==> config.mk <==
export PLATFORM = sky130hd
export DESIGN_NAME = gss_mul
export DESIGN_NICKNAME = d
export VERILOG_FILES = /design/src/hdl/gss_pkg.sv /design/src/hdl/gss_mul.sv
export SDC_FILE = /design/constraint.sdc
export NUM_CORES = 2
export LEC_CHECK = 0
export CORE_MARGIN = 2
export CORE_UTILIZATION = 45
export DETAILED_ROUTE_END_ITERATION = 10
export DONT_BUFFER_PORTS = 1
export PLACE_DENSITY = 0.68
export REMOVE_ABC_BUFFERS = 1
export SYNTH_ARGS = -nofsm -noshare
export SYNTH_HDL_FRONTEND = slang
export SYNTH_SLANG_ARGS = --single-unit
==> constraint.sdc <==
create_clock -name i_clk -period 15.84 [get_ports i_clk]
set_input_delay 0.792 -clock i_clk [delete_from_list [all_inputs] [get_ports i_clk]]
set_output_delay 0.792 -clock i_clk [all_outputs]
set_load 0.01 [all_outputs]
==> src/hdl/gss_pkg.sv <==
package gss_pkg;

    localparam int unsigned COORD_W = 32;
    localparam int unsigned IDX_W   = 6;
    localparam int unsigned RATIO_W = 32;
    localparam int unsigned WORD_W  = 64;
    localparam int unsigned PROD_W  = 128;
    localparam int unsigned HALF_W  = 32;
    localparam int unsigned DEPTH   = 64;

    localparam logic [WORD_W-1:0] POW_SAT  = (64'd1 << 62) - 64'd1;
    localparam logic [WORD_W-1:0] STEP_SAT = 64'd1 << 40;

    typedef enum logic [3:0] {
        ST_IDLE,
        ST_PMUL,
        ST_PWAIT,
        ST_QMUL,
        ST_QWAIT,
        ST_DWAIT,
        ST_OUT,
        ST_RD,
        ST_SMUL,
        ST_SWAIT
    } t_state;

endpackage

==> src/hdl/gss_mul.sv <==
module gss_mul
    import gss_pkg::*;
(
    input  logic                i_clk,
    input  logic                i_rst_n,
    input  logic                i_start,
    input  logic [WORD_W-1:0]   i_a,
    input  logic [WORD_W-1:0]   i_b,
    output logic                o_done,
    output logic [PROD_W-1:0]   o_prod
);

    logic [2:0]           r_cnt;
    logic                 r_busy;
    logic [WORD_W-1:0]    r_a;
    logic [WORD_W-1:0]    r_b;
    logic [WORD_W-1:0]    r_pp;
    logic [1:0]           r_sh;
    logic                 r_pv;
    logic [PROD_W-1:0]    r_acc;
    logic [HALF_W-1:0]    w_am;
    logic [HALF_W-1:0]    w_bm;

    assign w_am   = r_cnt[0] ? r_a[WORD_W-1:HALF_W] : r_a[HALF_W-1:0];
    assign w_bm   = r_cnt[1] ? r_b[WORD_W-1:HALF_W] : r_b[HALF_W-1:0];
    assign o_prod = r_acc;
    assign o_done = r_busy && (r_cnt == 3'd5);

    always_ff @(posedge i_clk) begin
        if (!i_rst_n) begin
            r_busy <= 1'b0;
            r_cnt  <= '0;
            r_pv   <= 1'b0;
        end else if (i_start) begin
            r_busy <= 1'b1;
            r_cnt  <= '0;
            r_pv   <= 1'b0;
        end else if (r_busy) begin
            r_pv <= (r_cnt < 3'd4);
            if (r_cnt == 3'd5) begin
                r_busy <= 1'b0;
            end else begin
                r_cnt <= r_cnt + 3'd1;
            end
        end else begin
            r_pv <= 1'b0;
        end
    end

    always_ff @(posedge i_clk) begin
        if (i_start) begin
            r_a   <= i_a;
            r_b   <= i_b;
            r_acc <= '0;
        end else begin
            r_pp <= w_am * w_bm;
            r_sh <= {1'b0, r_cnt[0]} + {1'b0, r_cnt[1]};
            if (r_pv) begin
                r_acc <= r_acc + ({{WORD_W{1'b0}}, r_pp} << (HALF_W * r_sh));
            end
        end
    end

endmodule

==> run metrics <==
count leader, synth=inv_1; DR top layer=met5; largest net degree at the start of global routing=206; die extent in y=349 um; critical path launch point=r_cnt[0]; worst clock skew=28.7 ps; die width=349 um; Crit Path Class=reg2reg; DP HPWL=153 mm; DR iter-0 viols=4728; TritonCTS Buffers=40; Final min period=9930 ps; drt via density=5.94; setup total negative slack=0 ps; M1 WL=74.3 mm; average wire per standard cell=26.6 um; reg2reg setup slack=5910 ps; postcts setup bufs=0; CTS tree=yes; Final Cell Area=56500 um^2; Yosys top cell area share=33.5%; DRC viols=0; share of flip-flops with an asynchronous set or reset=0%; antenna violations before repair=7; met3 wire length=23.3 mm; Reg-to-Reg Start=r_cnt[0]; final setup fails=0; Synth Register Bits=327; post-cts sizing count=0; CTS Hold Buffers Added=0; # IOs=260; H-tree levels=2; first-pass GRT wire length=289 mm; library cells used by synthesis=102; Synth top cells by count=940 x inv_1, 897 x fa_1, 812 x nor2_1; drt total wl=197 mm; arrival time worst endpoint=10300 ps; normalized max-slew margin=17.1%; placed inst area=55100 um^2; vias=44000; worst-path maximum fanout=37; Max Cap Violations=0; Core Box Area=118000 um^2; first drt pass iteration count=6; Reg2Reg Depth=27; yosys warns=0; port bufs=0; clk sinks=327; nets@finish=7245; Crit. End Element=flop; Layout area overhead=5.32%; DP Worst Slack=6040 ps; critical path required time=16210 ps; number of global-route vias before repair=44600; top cells by area, synth=fa_1 33%, edfxtp_1 11%, ha_1 9.1%, inv_1 6.6%, nor2_1 5.7%; fin crit share=62.7%; global-route congestion overflow total=0; leading area contributor after synthesis=fa_1; root buf cell=clkbuf_16; Post-synth EDFFs=194; Clock Latency Late Sink=650 ps; layout cells sized above 1=5.41%; Synth Area per Inst=8.92 um^2; Initial Utilization=45.4%; Least-Margin Pin Slew=1220 ps; HP Class=in2reg; die area=122000 um^2; Final Hold Viols=0; Syn Inst Count=6009; Worst setup SP type=flop; Fmax=101 MHz; GRT Util Overall=32.2%; GPL Wtd Cong=1.02; final non-filler cell total=7397; post-synthesis sequential area ratio=15.8%; unrepaired setup endpoints after global routing=no; Fill cells=11200; Worst-path clk slew=60 ps; prevailing post-synth register cell=edfxtp_1; Clock Path Buffers=3; placed insts=7319; metal2 WL=86.5 mm; Cell Area, Synth=53600 um^2; Critical Path End=r_pp[57]; Rows=126; reg-to-reg endpoint=r_pp[57]; Routed Antenna Nets=0; status=completed; Slew Viols, Final=0; Final WS setup=5910 ps
-- layout make-up --
class / count / area [um^2] / share of cell area [%]
Sequential cell: 327 / 8500 / 15.1
Multi-Input combinational cell: 4438 / 40600 / 71.9
Antenna cell: 5 / 12.5 / 0.0222
Clock buffer: 51 / 1080 / 1.92
Timing Repair Buffer: 77 / 578 / 1.02
Inverter: 941 / 3530 / 6.26
Clock inverter: 22 / 248 / 0.439
Tap cell: 1536 / 1920 / 3.40
-- worst max-delay path, stage by stage, from the launching register on --
cell and delay (ps):
dfxtp_4 710, buf_4 670, mux2i_4 1040, nor2_1 140, fa_1 540, inv_1 60, fa_1 530, inv_1 50
fa_1 500, inv_1 50, fa_1 530, inv_1 50, fa_1 440, fa_1 410, fa_1 520, inv_1 50
fa_1 530, inv_1 60, ha_1 390, a21oi_1 190, o21ai_0 130, o21bai_1 200, and4_1 210, a211oi_2 550
o21ai_1 310, o41ai_2 450, or3_1 180, nand3_1 70
-- state kept, by name, summed over array words and instances (netlist names) --
name    count
r_cnt       3
r_a        64
r_sh        2
r_busy      1
r_pp       64
o_prod    128
r_pv        1
r_b        64
-- metal layers --
metal  vias to the layer above  GRT usage, %
met1                     21900          40.5
li1                      18900             -
met5                         -        0.0800
met3                       574          9.18
met4                         4          16.8
met2                      2582          50.4
-- worst min path at each step --
stage                        start      end  slack, ps  cells after the start
after global routing        i_a[1]   r_a[1]        220                      0
after global placement    r_cnt[2]     r_pv        460                      1
after CTS                  i_a[32]  r_a[32]        210                      0
after detailed placement  r_cnt[2]     r_pv        470                      1
final                      i_a[42]  r_a[42]        240                      0
after floorplan           r_cnt[2]     r_pv        440                      1
-- cells by family (layout without fill, tap and decap cells) --
| kind of cell | Yosys count | after routing | share of synthesized area (%) |
|---|---|---|---|
| xor gates and xnor gates | 171 | 171 | 2.79 |
| AOI/OAI and AO/OA | 869 | 869 | 10.6 |
| DFF | 327 | 327 | 15.8 |
| buffers and inverters | 1244 | 1091 | 8.92 |
| adders and majority gates | 1289 | 1289 | 42.6 |
| muxes | 220 | 220 | 4.26 |
| other | 0 | 5 | 0 |
| and+or+nand+nor | 1889 | 1889 | 15.0 |
-- per-stage QoR --
step | hold WS [ps] | util (%)
2_1_floorplan | 443 | -
3_3_place_gp | 456 | 46.7
3_5_place_dp | 471 | 46.7
4_1_cts | 214 | 47.8
5_1_grt | 225 | 47.8
6_report | 238 | 47.8
-- cell usage in the layout (no fill, tap or decap), types with 47 or more instances in the layout --
master    instances
inv_1           939
fa_1            897
nor2_1          811
nand2_1         715
ha_1            392
a21oi_1         277
edfxtp_1        194
o21ai_0         179
dfxtp_1         130
a21o_1          113
mux2i_1         111
xnor2_1         109
nand4_1          84
buf_4            77
mux2_2           64
xor2_1           62
o21bai_1         53
and2_1           47
nor2b_1          47
Power is not shown: default switching activity piles up to over one toggle a cycle in this logic, so the estimate is an artifact.
