`src/hdl/gss_pkg.sv`:
```
package gss_pkg;

    localparam int unsigned COORD_W = 32;
    localparam int unsigned IDX_W   = 6;
    localparam int unsigned RATIO_W = 32;
    localparam int unsigned WORD_W  = 64;
    localparam int unsigned PROD_W  = 128;
    localparam int unsigned HALF_W  = 32;
    localparam int unsigned DEPTH   = 64;

    localparam logic [WORD_W-1:0] POW_SAT  = (64'd1 << 62) - 64'd1;
    localparam logic [WORD_W-1:0] STEP_SAT = 64'd1 << 40;

    typedef enum logic [3:0] {
        ST_IDLE,
        ST_PMUL,
        ST_PWAIT,
        ST_QMUL,
        ST_QWAIT,
        ST_DWAIT,
        ST_OUT,
        ST_RD,
        ST_SMUL,
        ST_SWAIT
    } t_state;

endpackage

```
`src/hdl/gss_div.sv`:
```
module gss_div
    import gss_pkg::*;
(
    input  logic                i_clk,
    input  logic                i_rst_n,
    input  logic                i_start,
    input  logic [WORD_W-1:0]   i_num,
    input  logic [WORD_W-1:0]   i_den,
    output logic                o_done,
    output logic [WORD_W-1:0]   o_quo
);

    logic [6:0]          r_cnt;
    logic                r_busy;
    logic [WORD_W-1:0]   r_rem;
    logic [WORD_W-1:0]   r_q;
    logic [WORD_W-1:0]   r_den;
    logic [WORD_W:0]     w_sh;
    logic [WORD_W:0]     w_diff;
    logic                w_ge;

    assign w_sh   = {r_rem, r_q[WORD_W-1]};
    assign w_diff = w_sh - {1'b0, r_den};
    assign w_ge   = (w_sh >= {1'b0, r_den});
    assign o_done = r_busy && (r_cnt == 7'(WORD_W));
    assign o_quo  = r_q;

    always_ff @(posedge i_clk) begin
        if (!i_rst_n) begin
            r_busy <= 1'b0;
            r_cnt  <= '0;
        end else if (i_start) begin
            r_busy <= 1'b1;
            r_cnt  <= '0;
        end else if (r_busy) begin
            if (r_cnt == 7'(WORD_W)) begin
                r_busy <= 1'b0;
            end else begin
                r_cnt <= r_cnt + 7'd1;
            end
        end
    end

    always_ff @(posedge i_clk) begin
        if (i_start) begin
            r_rem <= '0;
            r_q   <= i_num;
            r_den <= i_den;
        end else if (r_busy && (r_cnt != 7'(WORD_W))) begin
            r_rem <= w_ge ? w_diff[WORD_W-1:0] : w_sh[WORD_W-1:0];
            r_q   <= {r_q[WORD_W-2:0], w_ge};
        end
    end

endmodule

```
`config.mk`:
```
export PLATFORM = sky130hd
export DESIGN_NAME = gss_div
export DESIGN_NICKNAME = d
export VERILOG_FILES = /design/src/hdl/gss_pkg.sv /design/src/hdl/gss_div.sv
export SDC_FILE = /design/constraint.sdc
export NUM_CORES = 1
export LEC_CHECK = 0
export ABC_CLOCK_PERIOD_IN_PS = 7200
export CORE_MARGIN = 8
export CORE_UTILIZATION = 60
export DETAILED_ROUTE_END_ITERATION = 6
export DONT_BUFFER_PORTS = 1
export PLACE_DENSITY_LB_ADDON = 0.08
export RECOVER_POWER = 25
export SLEW_MARGIN = 15
export SYNTH_ARGS = -nofsm -noshare
export SYNTH_HDL_FRONTEND = slang
export SYNTH_SLANG_ARGS = --single-unit
export TNS_END_PERCENT = 5
```
`constraint.sdc`:
```
create_clock -name i_clk -period 7.2 [get_ports i_clk]
set_clock_uncertainty 0.2 [all_clocks]
set_input_delay 2.16 -clock i_clk [delete_from_list [all_inputs] [get_ports i_clk]]
set_output_delay 2.16 -clock i_clk [all_outputs]
set_load 0.02 [all_outputs]
```
==> impl_metrics.ini, run 1 <==
[floorplanning]
die_area_mm2 = 0.02481
core_area_mm2 = 0.01959
io_pins = 196
initial_utilization_pct = 61.35
die_h_um = 157.5
rows = 51
die_w_um = 157.5

[clock_tree]
cts_hold_buf = 0
numCtsBuffers = 17
root_buffer = clkbuf_16
cts-resized-gates = 0
insertion_delay_ns = 0.45
clkTransAtPathRegs_ns = 0.08
clkSinkCount = 200
htree_levels = 4
clockBufferDepth = 2
post_cts_buffers = 0
cts_tree = yes

[timing]
worst_slack_ns = 2.853
rsz0062_at_grt = false
fin_tns_setup_ns = 0
slew_headroom_pct = 25.36
finalSetupViolations = 0
slew_viol_final = 0
finalCritPeriodShare_pct = 60.38
worst_slew_pin_slew_ns = 1.118
timing.hold.ws_ns = 0.2806
max_freq_mhz = 230.0
report.final.hold_viol_count = 0
finalCriticalPeriod_ns = 4.347

[layout]
final_util_pct = 64.80
final_cell_mix = nand2_1, edfxtp_1, a21oi_1
nNetsFinal = 1404
drive_gt1_share_pct = 10.99
stdcell_count = 1484
areaGrowthSynthToFinish_pct = 5.622
layout_commonest_cell = nand2_1
diodes = 0

[worst_setup_path]
r2r-end = r_rem[58]
start_kind = input pin
endpoint_kind = register
crit_fanout = 164
r2r_cells = 13
timing.rr.start = o_quo[63]
crit_type = input pin to register
r2r_setup_slack_ns = 2.90
critPathLaunch = i_start
worstPathArrival_ns = 4.30
endpoint = o_quo[57]
worstPathRequired_ns = 7.15

[synth]
synth_edf_count = 128
ys_seq_area_share_pct = 43.98
avgSynthCellArea_um2 = 9.584
synth_seq_cells = 200
ys_warn_count = 0
ys.flop_type = edfxtp_1
synthCells = 1254
async_reset_ff_share_pct = 0
synthDistinctLibCells = 73
synth_fp_nets = 1452
synth_area_mm2 = 0.01202

[pwr]
ir_worst_vdd_mv = 0.1690
p_leak_uw = 0.004998
p_per_area_mw_per_mm2 = 247.5

[detailed_routing]
totalWireLength_um = 28390
via_per_inst = 6.108
drtIter0Drc = 645
drc = 0
wl_per_cell_um = 19.13
final_antenna_net_count = 0
vias = 9064
first_pass_iters = 5

[global_routing]
grt.total_usage_pct = 23.18
antenna_found_initial = 1
grt_max_degree = 165
grt_pass1_vias = 8829
gr-total-overflow = 0
grt_pass1_wl_um = 45890

[job]
maxCapViolations = 0

[hold_path]
holdCritPathClass = register to register

[placed_design]
dp_cells = 1452
place_ws_ns = 2.468
place.gp.congestion = 0.8956
dp_hpwl_um = 19950
port_buffers = 0

[run_status]
status = finished clean
==> worst min path at each step <==
stage,depth (start not counted),end,startpoint,slack [ns]
after CTS,2,r_rem[12],r_rem[12],0.28
final,2,r_rem[1],r_rem[1],0.28
after floorplan,2,r_rem[1],r_rem[1],0.25
after global placement,2,r_rem[1],r_rem[1],0.26
after detailed placement,2,r_rem[12],r_rem[12],0.26
after global routing,2,r_rem[12],r_rem[12],0.30
==> power breakdown <==
| group | internal [µW] | total, µW | switching [µW] |
|---|---|---|---|
| combinational | 277 | 703 | 425 |
| clock | 477 | 986 | 508 |
| sequential | 1340 | 1450 | 116 |
| total | 2090 | 3140 | 1050 |
==> area by class of cell <==
cell class | instances | area (µm²)
clock inverters | 15 | 193.9
clock buffers | 17 | 425.4
multi-input cells | 899 | 6112
fillers | 1650 | 6897
inverters | 84 | 315.3
repair buffers | 4 | 30.03
well taps | 265 | 331.6
flip-flops and latches | 200 | 5285
==> kinds of logic after synthesis <==
family / after synthesis / synth area share, %
fa+ha+maj: 67 / 7.038
buf+inv: 155 / 5.206
flops: 200 / 43.98
compound gates: 352 / 19.58
mux: 68 / 6.361
simple gates: 359 / 13.97
xor+xnor: 53 / 3.863
==> per-layer routing <==
| metal | track usage (%) | up-vias | wire (µm) |
|---|---|---|---|
| met5 | 0 | - | 13 |
| met4 | 6.074 | 2 | 370 |
| met3 | 7.869 | 31 | 2430 |
| met2 | 36.70 | 306 | 12980 |
| met1 | 29.81 | 4244 | 12590 |
| li1 | - | 4481 | - |
==> synthesized netlist by cell type, drive strengths merged, types with 9 or more instances <==
| cell | n | area (µm²) |
|---|---|---|
| clkbuf | 49 | 186.4 |
| a21oi | 109 | 549.3 |
| xnor2 | 30 | 262.8 |
| xor2 | 23 | 201.4 |
| o31ai | 9 | 86.33 |
| o211ai | 9 | 67.56 |
| ha | 66 | 825.8 |
| o21ai | 79 | 399.1 |
| buf | 22 | 123.9 |
| a211oi | 10 | 85.08 |
| or3 | 10 | 62.56 |
| a311oi | 28 | 301.5 |
| nor3 | 11 | 66.32 |
| inv | 84 | 315.3 |
| nand2b | 9 | 56.30 |
| a31oi | 25 | 156.4 |
| nand2 | 159 | 596.8 |
| o21bai | 12 | 101.4 |
| dfxtp | 72 | 1441 |
| edfxtp | 128 | 3844 |
| mux2 | 67 | 754.5 |
| nand3 | 29 | 145.1 |
| a21o | 34 | 255.2 |
| nand4 | 27 | 168.9 |
| nor2 | 70 | 262.8 |
==> critical path, stage by stage <==
cell and delay (ns):
inv_1 0.83, nand2_2 0.70, buf_4 0.50
==> sequential cells by signal (all words and copies together) (netlist names) <==
signal  count
o_quo      64
r_den      64
r_busy      1
r_cnt       7
r_rem      64
==> per-stage QoR <==
step	cell area, µm²	power [µW]
after floorplan	12020	2033
after global placement	12070	2164
after detailed placement	12070	2169
after CTS	12690	3155
after global routing	12690	3296
final	12690	3142
Power figures use the tool's default switching activity.
==> run 2, diff against run 1 <==
--- a/config.mk
+++ b/config.mk
@@ -5,9 +5,9 @@
 export SDC_FILE = /design/constraint.sdc
 export NUM_CORES = 1
 export LEC_CHECK = 0
-export ABC_CLOCK_PERIOD_IN_PS = 7200
+export ABC_CLOCK_PERIOD_IN_PS = 3500
 export CORE_MARGIN = 8
-export CORE_UTILIZATION = 60
+export CORE_UTILIZATION = 58
 export DETAILED_ROUTE_END_ITERATION = 6
 export DONT_BUFFER_PORTS = 1
 export PLACE_DENSITY_LB_ADDON = 0.08
==> constraint.sdc (replaced) <==
create_clock -name i_clk -period 3.5 [get_ports i_clk]
set_clock_uncertainty 0.2 [all_clocks]
set_input_delay 1.05 -clock i_clk [delete_from_list [all_inputs] [get_ports i_clk]]
set_output_delay 1.05 -clock i_clk [all_outputs]
set_load 0.02 [all_outputs]
==> run 2 against run 1 <==
Net effect: highest routed layer unchanged; critical path type is now register to register; core utilization grew 3.6 points; worst setup slack lost 2.7 ns; die area grew 3.1%; cell count grew 8.0%; non-clock buffer count grew 113; largest cell class unchanged; clock-buffer cell count is the same; register-to-register slack lost 2.8 ns.
==> impl_metrics.ini, run 2 (synthesized netlist as in run 1, its figures left out) <==
[run_status]
status = finished clean

[pwr]
power_uw = 6847
ir_worst_vdd_mv = 0.3976
p_per_area_mw_per_mm2 = 493.2
p_leak_uw = 0.005614

[global_routing]
busiest_layer = met2
met3_usage_pct = 7.172
grt_max_degree = 165
antenna_found_initial = 1
grt.total_usage_pct = 23.25
grtUsageMet1_pct = 29.87
gr-total-overflow = 0
use_met2_pct = 37.15
grt_pass1_wl_um = 48820
grt_pass1_vias = 9324

[detailed_routing]
wl_per_cell_um = 19.44
vias = 9727
first_pass_iters = 6
via_per_inst = 6.072
totalWireLength_um = 31140
drtIter0Drc = 742
drc = 0
final_antenna_net_count = 0

[layout]
layout_commonest_cell = nand2_1
n_fill_cell = 1678
drive_gt1_share_pct = 21.55
seq_area_mm2 = 0.005285
nNetsFinal = 1517
multiInputGateArea_mm2 = 0.006354
final_util_pct = 68.38
final_cell_mix = nand2_1, edfxtp_1, buf_4
areaGrowthSynthToFinish_pct = 15.50
diodes = 0

[clock_tree]
cts_tree = yes
clockBufferDepth = 2
htree_levels = 4
cts_hold_buf = 0
numCtsBuffers = 17
clkSinkCount = 200
insertion_delay_ns = 0.45
clkTransAtPathRegs_ns = 0.08
root_buffer = clkbuf_16

[worst_setup_path]
crit_family = compound AO/OA/AOI/OAI gates
crit_path_frequent_cell = buf_4
r2r_cells = 16
r2r_setup_slack_ns = 0.10
path_cells = inv_1 > ha_1 > buf_4 > nor2b_2 > o21bai_4 > a211oi_2 > o21ai_2 > a211oi_2 > buf_4 > nor3_4 > buf_6 > o31a_4 > buf_4 > clkbuf_16 > a221oi_1 > a21oi_1
start_kind = register
crit_type = register to register
cp.buffers_inverters = 6
cp_slowest_cell = o31a_4
worstPathRequired_ns = 3.63
timing.rr.start = o_quo[63]
worstPathArrival_ns = 3.53
endpoint_kind = register
max_stage_delay_ns = 0.38
r2r-end = r_rem[24]
crit_fanout = 17

[floorplanning]
io_pins = 196
core_area_mm2 = 0.02030
die_area_mm2 = 0.02558
die_h_um = 159.9
rows = 52
initial_utilization_pct = 59.20
die_w_um = 159.9

[timing]
finalCritPeriodShare_pct = 97.01
finalCriticalPeriod_ns = 3.395
rsz0062_at_grt = true
max_freq_mhz = 294.5
finalSetupViolations = 0
worst_slew_pin_slew_ns = 0.8252
slew_viol_final = 0
report.final.hold_viol_count = 0
slew_headroom_pct = 44.99

[placed_design]
dp_hpwl_um = 22090
place.gp.congestion = 0.8736
port_buffers = 0

[hold_path]
holdPathEnd = r_rem[12]
hp-start = r_rem[12]
min_path_cells = 2
holdCritPathClass = register to register

[job]
maxCapViolations = 0
-- run 2: changes by cell type in the layout (fill, tap and decap cells not counted), sizes merged --
cell	previous run	this run
clkinvlp	2	0
buf	4	115
clkinv	6	8
clkbuf	17	19
-- run 2: power by group --
group | total [µW] | switching (µW) | leakage (µW) | internal, µW
Combinational | 1830 | 1010 | 0.00345 | 818
Sequential | 2990 | 235 | 0.00186 | 2750
Clock | 2030 | 1050 | 0.000299 | 980
Total | 6850 | 2300 | 0.00561 | 4550
-- run 2: tightest hold or removal path, delay by kind of cell, from the launching register on --
family | cells | cell delay [ns]
flops | 1 | 0.33
compound gates | 1 | 0.05
simple gates | 1 | 0.06
-- run 2: worst max-delay path by stage --
stage / from / endpoint / slack (ns) / cells past startpoint
2_1_floorplan: o_quo[63] / r_rem[58] / 0.02 / 13
3_3_place_gp: o_quo[63] / r_rem[58] / 0.01 / 13
3_5_place_dp: o_quo[63] / r_rem[58] / -0.1 / 13
4_1_cts: r_den[16] / r_rem[24] / -0.007 / 15
5_1_grt: r_den[23] / r_rem[58] / -0.06 / 14
6_report: o_quo[63] / r_rem[24] / 0.10 / 16
-- run 2: routing by layer --
layer,wire length (µm),vias up
met1,13670,4583
met4,530,2
met2,14240,383
met3,2687,40
li1,-,4719
met5,13,-
-- run 2: layout make-up --
type	instances	area share (%)
well taps	270	2.434
inverters	84	2.271
repair buffers	117	6.995
clock buffers	17	3.065
clock inverters	15	1.388
flip-flops and latches	200	38.07
multi-input cells	899	45.77
-- run 2: repair_timing --
item	4_1_cts	5_1_grt
gates resized for setup	6	46
gates cloned	0	2
pin swaps	3	22
endpoints found under the setup margin	11	63
setup buffers	1	15
-- run 2: metrics by stage --
step           cell area (µm²)  setup WS [ns]  setup TNS (ns)  hold slack (ns)  std cells
2_1_floorplan            12020        0.02010               0           0.2495       1254
3_3_place_gp             12840        0.01249               0           0.2576       1554
3_5_place_dp             12840       -0.09640         -0.3305           0.2619       1554
4_1_cts                  13490      -0.007494        -0.01922           0.2732       1587
5_1_grt                  13880       -0.06376         -0.1833           0.2994       1602
6_report                 13880         0.1047               0           0.2813       1602
